**src/hdl/wmd_pkg.sv**
```systemverilog
// ----------------------------------------------------------------------------
// wmd_pkg
// Shared constants and types for the windowed median displacement core.
// ----------------------------------------------------------------------------
`timescale 1ns / 1ps
`default_nettype none

package wmd_pkg;

  // default history depth in samples
  localparam int HISTORY_DEPTH = 20;

  // sample and displacement widths
  localparam int POS_W  = 16;
  localparam int DISP_W = POS_W + 1;

  // bus widths, packed fields padded to whole bytes
  localparam int IN_DATA_W  = 2 * POS_W;
  localparam int OUT_FLD_W  = 2 * POS_W + 2 * DISP_W;
  localparam int OUT_DATA_W = ((OUT_FLD_W + 7) / 8) * 8;

  // sequencer states of the top level
  typedef enum logic [1:0] {
    ST_IDLE,
    ST_LOAD,
    ST_RUN,
    ST_WAIT
  } wmd_state_t;

  // median pairs handed to the merge stage
  typedef struct packed {
    logic signed [POS_W-1:0] new_x;
    logic signed [POS_W-1:0] new_y;
    logic signed [POS_W-1:0] old_x;
    logic signed [POS_W-1:0] old_y;
  } wmd_medians_t;

endpackage

`default_nettype wire

```
**src/hdl/windowed_median_displacement_core.sv**
```systemverilog
// ----------------------------------------------------------------------------
// windowed_median_displacement_core
// Keeps the last HISTORY_DEPTH positions and reports the newer-half medians
// and their displacement against the older-half medians.
// ----------------------------------------------------------------------------
// Sequence: an accepted input moves the sequencer through ST_LOAD, ST_RUN and
//   ST_WAIT; in ST_RUN the rank lanes step one window entry per cycle, and in
//   ST_WAIT the result is loaded into the output register once it is free.
// Input: a new input is taken only in ST_IDLE, after the previous result has
//   left ST_WAIT; the next input can be taken while a finished result still
//   waits in the output register.
// Reset: synchronous active-low rst_n zeroes the history and clears control.
`timescale 1ns / 1ps
`default_nettype none

module windowed_median_displacement_core #(
  parameter int HISTORY_DEPTH = wmd_pkg::HISTORY_DEPTH
) (
  input  wire logic                              clk,
  input  wire logic                              rst_n,
  input  wire logic                              in_tvalid,
  output logic                                   in_tready,
  // fields from bit 0: pos_x[15:0], pos_y[15:0]
  input  wire logic [wmd_pkg::IN_DATA_W-1:0]     in_tdata,
  output logic                                   out_tvalid,
  input  wire logic                              out_tready,
  // fields from bit 0: median_x[15:0], median_y[15:0], disp_x[16:0], disp_y[16:0]
  output logic [wmd_pkg::OUT_DATA_W-1:0]         out_tdata
);

  localparam int HALF = HISTORY_DEPTH / 2;
  localparam int RANK = HALF / 2;
  localparam int PW   = wmd_pkg::POS_W;

  wmd_pkg::wmd_state_t state_r, state_nxt;

  logic [PW-1:0] hist_x_r [HISTORY_DEPTH];
  logic [PW-1:0] hist_y_r [HISTORY_DEPTH];

  logic [HALF-1:0][PW-1:0] win_nx;
  logic [HALF-1:0][PW-1:0] win_ny;
  logic [HALF-1:0][PW-1:0] win_ox;
  logic [HALF-1:0][PW-1:0] win_oy;

  logic                   in_acc;
  logic                   lane_start;
  logic [3:0]             lane_done;
  wmd_pkg::wmd_medians_t  med;
  logic                   mrg_valid;
  logic                   mrg_ready;

  assign in_acc = in_tvalid && in_tready;

  // history shift line, newest at entry 0
  always_ff @(posedge clk) begin
    if (!rst_n) begin
      for (int k = 0; k < HISTORY_DEPTH; k++) begin
        hist_x_r[k] <= '0;
        hist_y_r[k] <= '0;
      end
    end else if (in_acc) begin
      for (int k = HISTORY_DEPTH - 1; k > 0; k--) begin
        hist_x_r[k] <= hist_x_r[k - 1];
        hist_y_r[k] <= hist_y_r[k - 1];
      end
      hist_x_r[0] <= in_tdata[PW-1:0];
      hist_y_r[0] <= in_tdata[2*PW-1:PW];
    end
  end

  // half windows for the lanes
  for (genvar g = 0; g < HALF; g++) begin : g_win
    assign win_nx[g] = hist_x_r[g];
    assign win_ny[g] = hist_y_r[g];
    assign win_ox[g] = hist_x_r[HALF + g];
    assign win_oy[g] = hist_y_r[HALF + g];
  end

  // sequencer state register
  always_ff @(posedge clk) begin
    if (!rst_n) begin
      state_r <= wmd_pkg::ST_IDLE;
    end else begin
      state_r <= state_nxt;
    end
  end

  // sequencer next state and strobes
  always_comb begin
    state_nxt  = state_r;
    in_tready  = 1'b0;
    lane_start = 1'b0;
    mrg_valid  = 1'b0;
    case (state_r)
      wmd_pkg::ST_IDLE: begin
        in_tready = 1'b1;
        if (in_tvalid) begin
          state_nxt = wmd_pkg::ST_LOAD;
        end
      end
      wmd_pkg::ST_LOAD: begin
        lane_start = 1'b1;
        state_nxt  = wmd_pkg::ST_RUN;
      end
      wmd_pkg::ST_RUN: begin
        if (&lane_done) begin
          state_nxt = wmd_pkg::ST_WAIT;
        end
      end
      wmd_pkg::ST_WAIT: begin
        mrg_valid = 1'b1;
        if (mrg_ready) begin
          state_nxt = wmd_pkg::ST_IDLE;
        end
      end
      default: begin
        state_nxt = wmd_pkg::ST_IDLE;
      end
    endcase
  end

  // four rank lanes: newer x, newer y, older x, older y
  wmd_lane #(.HALF(HALF), .RANK(RANK)) u_lane_nx (
    .clk      (clk),
    .rst_n    (rst_n),
    .start_i  (lane_start),
    .win_i    (win_nx),
    .done_o   (lane_done[0]),
    .median_o (med.new_x)
  );

  wmd_lane #(.HALF(HALF), .RANK(RANK)) u_lane_ny (
    .clk      (clk),
    .rst_n    (rst_n),
    .start_i  (lane_start),
    .win_i    (win_ny),
    .done_o   (lane_done[1]),
    .median_o (med.new_y)
  );

  wmd_lane #(.HALF(HALF), .RANK(RANK)) u_lane_ox (
    .clk      (clk),
    .rst_n    (rst_n),
    .start_i  (lane_start),
    .win_i    (win_ox),
    .done_o   (lane_done[2]),
    .median_o (med.old_x)
  );

  wmd_lane #(.HALF(HALF), .RANK(RANK)) u_lane_oy (
    .clk      (clk),
    .rst_n    (rst_n),
    .start_i  (lane_start),
    .win_i    (win_oy),
    .done_o   (lane_done[3]),
    .median_o (med.old_y)
  );

  // merge stage and output register
  wmd_merge u_merge (
    .clk         (clk),
    .rst_n       (rst_n),
    .mrg_valid_i (mrg_valid),
    .mrg_ready_o (mrg_ready),
    .med_i       (med),
    .out_tvalid  (out_tvalid),
    .out_tready  (out_tready),
    .out_tdata   (out_tdata)
  );

endmodule

`default_nettype wire

```
**src/hdl/wmd_lane.sv**
```systemverilog
// ----------------------------------------------------------------------------
// wmd_lane
// Rank selector over one half window: every candidate keeps a rank counter,
// the window is rotated past all candidates one entry per cycle.
// ----------------------------------------------------------------------------
`timescale 1ns / 1ps
`default_nettype none

module wmd_lane #(
  parameter int HALF = wmd_pkg::HISTORY_DEPTH / 2,
  parameter int RANK = HALF / 2
) (
  input  wire logic                                      clk,
  input  wire logic                                      rst_n,
  input  wire logic                                      start_i,
  input  wire logic [HALF-1:0][wmd_pkg::POS_W-1:0]       win_i,
  output logic                                           done_o,
  output logic signed [wmd_pkg::POS_W-1:0]               median_o
);

  localparam int CW = $clog2(HALF + 1);

  logic signed [wmd_pkg::POS_W-1:0] cand_r [HALF];
  logic signed [wmd_pkg::POS_W-1:0] rot_r  [HALF];
  logic signed [wmd_pkg::POS_W-1:0] rot_nxt [HALF];
  logic [CW-1:0]                    rank_r [HALF];
  logic [CW-1:0]                    cnt_r;
  logic                             run_r;
  logic                             sel_r;
  logic                             done_r;
  logic signed [wmd_pkg::POS_W-1:0] median_r;
  logic signed [wmd_pkg::POS_W-1:0] median_nxt;

  // rotate the window one place each cycle while running, entry 0 is the compare tap
  always_comb begin
    for (int k = 0; k < HALF - 1; k++) begin
      rot_nxt[k] = rot_r[k + 1];
    end
    rot_nxt[HALF-1] = rot_r[0];
  end

  // control: load, run over all entries, then select
  always_ff @(posedge clk) begin
    if (!rst_n) begin
      run_r  <= 1'b0;
      sel_r  <= 1'b0;
      done_r <= 1'b0;
      cnt_r  <= '0;
    end else begin
      done_r <= sel_r;
      sel_r  <= 1'b0;
      if (start_i) begin
        run_r <= 1'b1;
        cnt_r <= '0;
      end else if (run_r) begin
        if (cnt_r == CW'(HALF - 1)) begin
          run_r <= 1'b0;
          sel_r <= 1'b1;
        end
        cnt_r <= cnt_r + 1'b1;
      end
    end
  end

  // candidates and rank counters; ties broken by window position
  always_ff @(posedge clk) begin
    for (int i = 0; i < HALF; i++) begin
      if (start_i) begin
        cand_r[i] <= $signed(win_i[i]);
        rot_r[i]  <= $signed(win_i[i]);
        rank_r[i] <= '0;
      end else if (run_r) begin
        rot_r[i] <= rot_nxt[i];
        if ((rot_r[0] < cand_r[i]) ||
            ((rot_r[0] == cand_r[i]) && (cnt_r < CW'(i)))) begin
          rank_r[i] <= rank_r[i] + 1'b1;
        end
      end
    end
  end

  // exactly one candidate holds the wanted rank
  always_comb begin
    median_nxt = '0;
    for (int i = 0; i < HALF; i++) begin
      if (rank_r[i] == CW'(RANK)) begin
        median_nxt = median_nxt | cand_r[i];
      end
    end
  end

  always_ff @(posedge clk) begin
    if (sel_r) begin
      median_r <= median_nxt;
    end
  end

  assign done_o   = done_r;
  assign median_o = median_r;

endmodule

`default_nettype wire

```
**src/hdl/wmd_merge.sv**
```systemverilog
// ----------------------------------------------------------------------------
// wmd_merge
// Merges the four lane medians into one result and holds it in the output
// register until the downstream side takes it.
// ----------------------------------------------------------------------------
`timescale 1ns / 1ps
`default_nettype none

module wmd_merge (
  input  wire logic                                  clk,
  input  wire logic                                  rst_n,
  input  wire logic                                  mrg_valid_i,
  output logic                                       mrg_ready_o,
  input  wire wmd_pkg::wmd_medians_t                 med_i,
  output logic                                       out_tvalid,
  input  wire logic                                  out_tready,
  // fields from bit 0: median_x[15:0], median_y[15:0], disp_x[16:0], disp_y[16:0]
  output logic [wmd_pkg::OUT_DATA_W-1:0]             out_tdata
);

  logic                                 vld_r;
  logic signed [wmd_pkg::POS_W-1:0]     mx_r;
  logic signed [wmd_pkg::POS_W-1:0]     my_r;
  logic signed [wmd_pkg::DISP_W-1:0]    dx_r;
  logic signed [wmd_pkg::DISP_W-1:0]    dy_r;
  logic signed [wmd_pkg::DISP_W-1:0]    dx_nxt;
  logic signed [wmd_pkg::DISP_W-1:0]    dy_nxt;
  logic                                 load;

  // output register free or emptied this cycle
  assign mrg_ready_o = !vld_r || out_tready;
  assign load        = mrg_valid_i && mrg_ready_o;

  // newer minus older, one bit wider so it never wraps
  assign dx_nxt = wmd_pkg::DISP_W'(med_i.new_x) - wmd_pkg::DISP_W'(med_i.old_x);
  assign dy_nxt = wmd_pkg::DISP_W'(med_i.new_y) - wmd_pkg::DISP_W'(med_i.old_y);

  // valid flag of the output register
  always_ff @(posedge clk) begin
    if (!rst_n) begin
      vld_r <= 1'b0;
    end else if (load) begin
      vld_r <= 1'b1;
    end else if (out_tready) begin
      vld_r <= 1'b0;
    end
  end

  // result payload
  always_ff @(posedge clk) begin
    if (load) begin
      mx_r <= med_i.new_x;
      my_r <= med_i.new_y;
      dx_r <= dx_nxt;
      dy_r <= dy_nxt;
    end
  end

  assign out_tvalid = vld_r;
  assign out_tdata  = {{(wmd_pkg::OUT_DATA_W - wmd_pkg::OUT_FLD_W){1'b0}},
                       dy_r, dx_r, my_r, mx_r};

endmodule

`default_nettype wire
```
**config.mk**
```make
export PLATFORM = sky130hd
export DESIGN_NAME = windowed_median_displacement_core
export DESIGN_NICKNAME = d
export VERILOG_FILES = /design/src/hdl/wmd_pkg.sv /design/src/hdl/windowed_median_displacement_core.sv /design/src/hdl/wmd_lane.sv /design/src/hdl/wmd_merge.sv
export SDC_FILE = /design/constraint.sdc
export NUM_CORES = 2
export LEC_CHECK = 0
export ABC_AREA = 1
export BUFFER_PORTS_ARGS = -buffer_cell sky130_fd_sc_hd__buf_2
export CORE_AREA = 2 2 468 470
export DETAILED_ROUTE_END_ITERATION = 7
export DIE_AREA = 0 0 470 472
export GPL_TIMING_DRIVEN = 0
export PLACE_DENSITY = 0.68
export SKIP_CTS_REPAIR_TIMING = 1
export SYNTH_ARGS = -nofsm -noshare
export SYNTH_HDL_FRONTEND = slang
export SYNTH_HIERARCHICAL = 1
export SYNTH_SLANG_ARGS = --single-unit
```
**constraint.sdc**
```tcl
create_clock -name clk -period 28.4 [get_ports clk]
set_input_delay 4.26 -clock clk [delete_from_list [all_inputs] [get_ports clk]]
set_output_delay 4.26 -clock clk [all_outputs]
set_load 0.02 [all_outputs]
```
# After elaboration in Yosys (flattened, before gate mapping)
# Memory sizes are Yosys's and may differ from the RTL's.
# Index checks and enable logic that the tools add are counted.
# W data, S select, Z words.
[totals]
latchBits = 0
mem_count = 14
ramBits = 2080
romBits = 0
ff_bits = 161
[classes]
shift = 0
order_cmp = 80
reduce_logical = 93
n_mux = 363
n_eq_ne = 90
n_bitwise = 161
mul = 0
n_div = 0
addsub = 46
[mem_list]
columns = ["name", "words", "word_bits", "rd", "rd_clocked_by_memory_dff", "wr", "line_no", "source"]
rows = [
  ["hist_x_r", 20, 16, 20, 0, 20, "windowed_median_displacement_core.sv:37", "logic [PW-1:0] hist_x_r [HISTORY_DEPTH];"],
  ["hist_y_r", 20, 16, 20, 0, 20, "windowed_median_displacement_core.sv:38", "logic [PW-1:0] hist_y_r [HISTORY_DEPTH];"],
  ["u_lane_nx.cand_r", 10, 16, 10, 0, 10, "wmd_lane.sv:23", "logic signed [wmd_pkg::POS_W-1:0] cand_r [HALF];"],
  ["u_lane_nx.rot_r", 10, 16, 10, 0, 10, "wmd_lane.sv:24", "logic signed [wmd_pkg::POS_W-1:0] rot_r [HALF];"],
  ["u_lane_ny.cand_r", 10, 16, 10, 0, 10, "wmd_lane.sv:23", ""],
  ["u_lane_ny.rot_r", 10, 16, 10, 0, 10, "wmd_lane.sv:24", ""],
  ["+8 memories", "--", "--", "--", "--", "--", "--", ""],
]
[op_table]
columns = ["op", "count"]
rows = [
  ["$mux W16", 120],
  ["$eq A16 B16 Y1", 40],
  ["$lt A16 B16 Y1", 40],
  ["$or A16 B16 Y16", 36],
  ["$mux W1", 199],
  ["$add A4 B1 Y4 const B", 44],
  ["$eq A4 B3 Y1 const B", 40],
  ["$mux W4", 40],
  ["$or A1 B1 Y1", 120],
  ["$lt A4 B3 Y1 const B", 16],
  ["$logic_and A1 B1 Y1", 42],
  ["$logic_or A1 B1 Y1", 41],
  ["$sub A16 B16 Y17", 2],
  ["$lt A4 B1 Y1 const B", 8],
  ["$lt A4 B2 Y1 const B", 8],
  ["$lt A4 B4 Y1 const B", 8],
  ["$eq A4 B4 Y1 const B", 4],
  ["$reduce_or A3 Y1", 4],
  ["$pmux W2 S4", 1],
  ["$mux W2", 3],
  ["$not A1 Y1", 5],
  ["$eq A2 B2 Y1 const B", 2],
  ["$ne A2 B2 Y1 const B", 2],
  ["$reduce_and A4 Y1", 1],
  ["7 further kinds", 7],
]

# Longest topological paths before layout
# An unclocked memory read counts as a cell.
[logic_depth]
ltp_word = 21
ltp_mapped = 15

# By module
# The synthesis kept the hierarchy.
[modules_own_cells]
columns = ["module", "instances", "cells_each", "area_each_um2"]
rows = [
  ["windowed_median_displacement_core", 1, 2021, 24980.2],
  ["wmd_lane (u_lane_nx)", 1, 1973, 19702.6],
  ["wmd_lane (u_lane_ny)", 1, 1971, 19700.1],
  ["wmd_lane (u_lane_ox)", 1, 1970, 19690.1],
  ["wmd_lane (u_lane_oy)", 1, 1953, 19663.9],
  ["wmd_merge", 1, 515, 4164.0],
]

# Least setup slack after synthesis
# No wires, ideal clock.
[synth_timing]
path_kind = "register to register"
startpoint = "register state_r[1]"
endpoint = "memory u_lane_nx/rot_r[0][0] (netlist bit) (enable)"
path_stages_with_launch = 6
setup_time_ps = 526
n_path_buf = 1
arrival_ps = 21248
slack_ps = 6626
synth_period_minus_slack_ps = 21774
path_cell_list = "dfxtp_1 > inv_1 > ha_1 > inv_1 > clkbuf_1 > nand2_1"
[synth_rtl]
columns = ["element", "line_no", "source"]
rows = [
  ["from (decl)", "windowed_median_displacement_core.sv:35", "wmd_pkg::wmd_state_t state_r, state_nxt;"],
  ["from (signal assigned)", "windowed_median_displacement_core.sv:82", "state_r <= wmd_pkg::ST_IDLE;"],
  ["from (signal assigned)", "windowed_median_displacement_core.sv:84", "state_r <= state_nxt;"],
  ["to (decl)", "wmd_lane.sv:24", ""],
]

==> impl_metrics.json <==
{
  "via_count": 73825,
  "via_per_inst": 5.336,
  "grt_pass1_wl_microns": 445500,
  "worstHoldPathType": "reg2reg",
  "die_w_microns": 470,
  "clock-sinks": 2241,
  "io_buffers": 103,
  "ys_ff_latch": 2241,
  "crit_fanout": 64,
  "layout-drive-gt1-share": 0.06420,
  "dp_hpwl_microns": 226700,
  "max_freq_ghz": 0.1537,
  "post-place-ws_ps": 21000,
  "relSlewSlack": 0.2341,
  "antenna_found_initial": 14,
  "grt_pass1_vias": 71593,
  "synth_top_area_cell": "edfxtp_1",
  "nNetsFinal": 11575,
  "gp_congestion": 1.001,
  "routed_wl_microns": 303800,
  "seqPwrFrac": 0.453,
  "rr_startpoint": "state_r[1]",
  "whs_ps": 435.5,
  "cts_buffer_depth": 3,
  "status": "finished, final reports clean",
  "p_switching_mw": 5.094,
  "endpoint_kind": "register",
  "die_area_sq_um": 221800,
  "period_share": 0.2290,
  "clk_latency_ps": 900,
  "utilization": 0.5575,
  "drtAntennaViolNets": 0,
  "synth.distinct_cells": 40,
  "p_int_mw": 8.324,
  "track_usage": 0.2694,
  "area_growth_pct": 11.86,
  "cp_data_required_time_ps": 28980,
  "syn_inst": 10403,
  "overflow": 0,
  "async_flop_share": 0,
  "finalMaxSlewViolations": 0,
  "worstSetupStartpoint": "rst_n",
  "remaining_drc_errors": 0,
  "place_area_sq_um": 113000,
  "grt_max_degree": 71,
  "fillerInstances": 18423,
  "syn_area_per_cell_sq_um": 10.37,
  "finalHoldViolCount": 0,
  "clkTransAtPathRegs_ps": 60,
  "r2r_end": "u_lane_ox/rot_r[0][23]",
  "die_height_microns": 472,
  "maxCapViolCount": 0,
  "wl_per_cell_microns": 21.96,
  "criticalPathCategory": "in2reg",
  "leakagePower_nw": 53.42,
  "ios": 110,
  "ff2ff_setup_slack_ps": 24300,
  "min_period_ps": 6505,
  "power.share.clock": 0.231,
  "rsz0062_at_grt": "false",
  "ff2ff_path_depth": 8,
  "power_frac_comb": 0.315,
  "start_util": 0.4983,
  "synth-edff-count": 2210,
  "p_per_area_nw_per_um2": 111.2,
  "num_rows": 171,
  "coreArea_sq_um": 216500,
  "synth_area_leaders": "edfxtp_1 (62%), nand2_1 (10%), ha_1 (8.9%)",
  "ys_warn_count": 6,
  "tightestPinTransition_ps": 1149,
  "skew_ps": 66.21,
  "setup_violations": 0,
  "cp-endpoint": "hist_x_r[4][31]",
  "synth_top_flop_cell": "edfxtp_1",
  "cts_tree": "yes",
  "synth-seq-area-share": 0.6208,
  "start_kind": "primary input",
  "worst_slack_ps": 21900,
  "synth_top_area_frac": 0.6150,
  "crit_arrival_ps": 7080,
  "syn_area_sq_um": 107900,
  "numCtsBuffers": 226,
  "vdd_drop_max_mv": 0.07691,
  "cts-root-buf": "clkbuf_16",
  "first_pass_iters": 6,
  "finalPower_mw": 13.42,
  "p_sw_frac": 0.3797,
  "cts.htree.levels": 4,
  "fin_area_sq_um": 120700,
  "dr.first_iter.drc_count": 7495
}
[Yosys cell counts (2+ instances only)]
| library cell | count |
|---|---|
| o21ba_2 | 2 |
| o22ai_1 | 64 |
| nand2_1 | 3004 |
| or2_1 | 2 |
| buf_1 | 12 |
| buf_6 | 66 |
| nor2_4 | 4 |
| o211ai_1 | 65 |
| xnor2_1 | 44 |
| fa_1 | 2 |
| xor2_1 | 50 |
| a211oi_1 | 52 |
| o21bai_1 | 19 |
| a21oi_1 | 311 |
| inv_2 | 10 |
| o221ai_1 | 60 |
| ha_1 | 764 |
| nor2_1 | 1075 |
| inv_1 | 1776 |
| nand3b_1 | 17 |
| dfxtp_1 | 31 |
| buf_2 | 118 |
| edfxtp_1 | 2210 |
| clkbuf_1 | 52 |
| buf_4 | 16 |
| o21a_1 | 34 |
| nor3_1 | 71 |
| nand3_1 | 262 |
| a21o_1 | 14 |
| nand2_2 | 2 |
| o21ai_0 | 146 |
| nand4_1 | 40 |
[worst max-delay path, cell delays in order]
cell     delay, ps
buf_2          740
nand2_4        670
buf_16         440
buf_16         230
buf_16         250
buf_12         240
[power by group through the flow]
stage / Combinational (mW) / Clock, mW / Sequential, mW
floorplan: 2.67 / 0 / 6.21
global placement: 3.89 / 0 / 6.91
detailed placement: 4.16 / 0 / 6.10
CTS: 4.20 / 3.15 / 6.06
global route: 4.68 / 3.27 / 6.17
finish: 4.23 / 3.11 / 6.08
[final cells by class]
type | count | area, sq um | area share
Clock buffer | 277 | 5989 | 0.04962
Timing Repair Buffer | 137 | 1414 | 0.01171
Buffer | 264 | 1694 | 0.01404
Antenna cell | 15 | 37.54 | 0.0003110
Sequential cell | 2241 | 66980 | 0.5550
Clock inverter | 143 | 1708 | 0.01415
Multi-Input combinational cell | 6117 | 32600 | 0.2701
Inverter | 1786 | 6704 | 0.05554
Tap cell | 2854 | 3571 | 0.02958
[per-layer routing]
metal / vias up / wire length [microns] / track usage
met4: 2 / 12230 / 0.1081
met1: 35701 / 124000 / 0.3567
met5: - / 13 / 0
met2: 2845 / 145900 / 0.4495
li1: 34756 / - / -
met3: 521 / 21690 / 0.03642
[cell usage in the layout (no fill, tap or decap), types with 19 or more instances in the layout]
cell type / netlist / layout
bufinv_16: 0 / 33
nand3_1: 262 / 262
buf_16: 0 / 29
nor3_1: 71 / 71
ha_1: 764 / 763
a211oi_1: 52 / 52
inv_1: 1776 / 1776
clkbuf_16: 0 / 228
edfxtp_1: 2210 / 2210
a21oi_1: 311 / 310
o21ai_0: 146 / 146
nor2_1: 1075 / 1075
clkbuf_1: 52 / 91
nand4_1: 40 / 40
xnor2_1: 44 / 44
xor2_1: 50 / 50
o21a_1: 34 / 34
o211ai_1: 65 / 65
clkinv_2: 0 / 34
nand2_1: 3004 / 2999
clkinv_1: 0 / 42
buf_6: 66 / 66
o22ai_1: 64 / 64
o221ai_1: 60 / 60
buf_2: 118 / 221
dfxtp_1: 31 / 31
o21bai_1: 19 / 19
[cells by family after synthesis]
logic type / Yosys count / share of synthesized area
and+or+nand+nor: 4483 / 0.1619
buffers and inverters: 2050 / 0.07783
AOI/OAI and AO/OA: 768 / 0.04283
xor gates and xnor gates: 94 / 0.007630
DFF: 2241 / 0.6208
adders and majority gates: 766 / 0.08896
other: 1 / 0.00003475
[through the flow]
step                TNS (ps)  std cells
floorplan                  0      10408
global placement    -6542300      13365
detailed placement         0      13399
CTS                        0      13819
global route               0      13829
finish                     0      13834
[sequential cells by signal, summed over array words and instances (netlist names), 40 cells and up]
name / count
u_lane_nx/rank_r: 40
u_lane_oy/rot_r: 160
u_lane_nx/cand_r: 160
u_lane_ny/cand_r: 160
hist_x_r: 320
u_lane_ny/rank_r: 40
u_lane_ox/rank_r: 40
hist_y_r: 320
u_lane_oy/cand_r: 160
u_lane_ox/cand_r: 160
u_lane_ny/rot_r: 160
u_lane_oy/rank_r: 40
u_lane_nx/rot_r: 160
u_lane_ox/rot_r: 160
[how the worst min path moves through the flow]
stage / end / cells past startpoint / startpoint
final: u_lane_ox/cand_r[8][8] / 0 / hist_x_r[4][40]
after floorplan: u_merge/mx_r[0] / 0 / u_lane_nx/median_o[0]
after detailed placement: u_lane_oy/cand_r[9][4] / 0 / hist_y_r[9][20]
after global routing: u_merge/mx_r[0] / 0 / u_lane_nx/median_o[0]
after global placement: u_lane_oy/cand_r[9][5] / 0 / hist_y_r[9][21]
after CTS: u_lane_ox/cand_r[8][8] / 0 / hist_x_r[4][40]
Power figures use the tool's default switching activity.
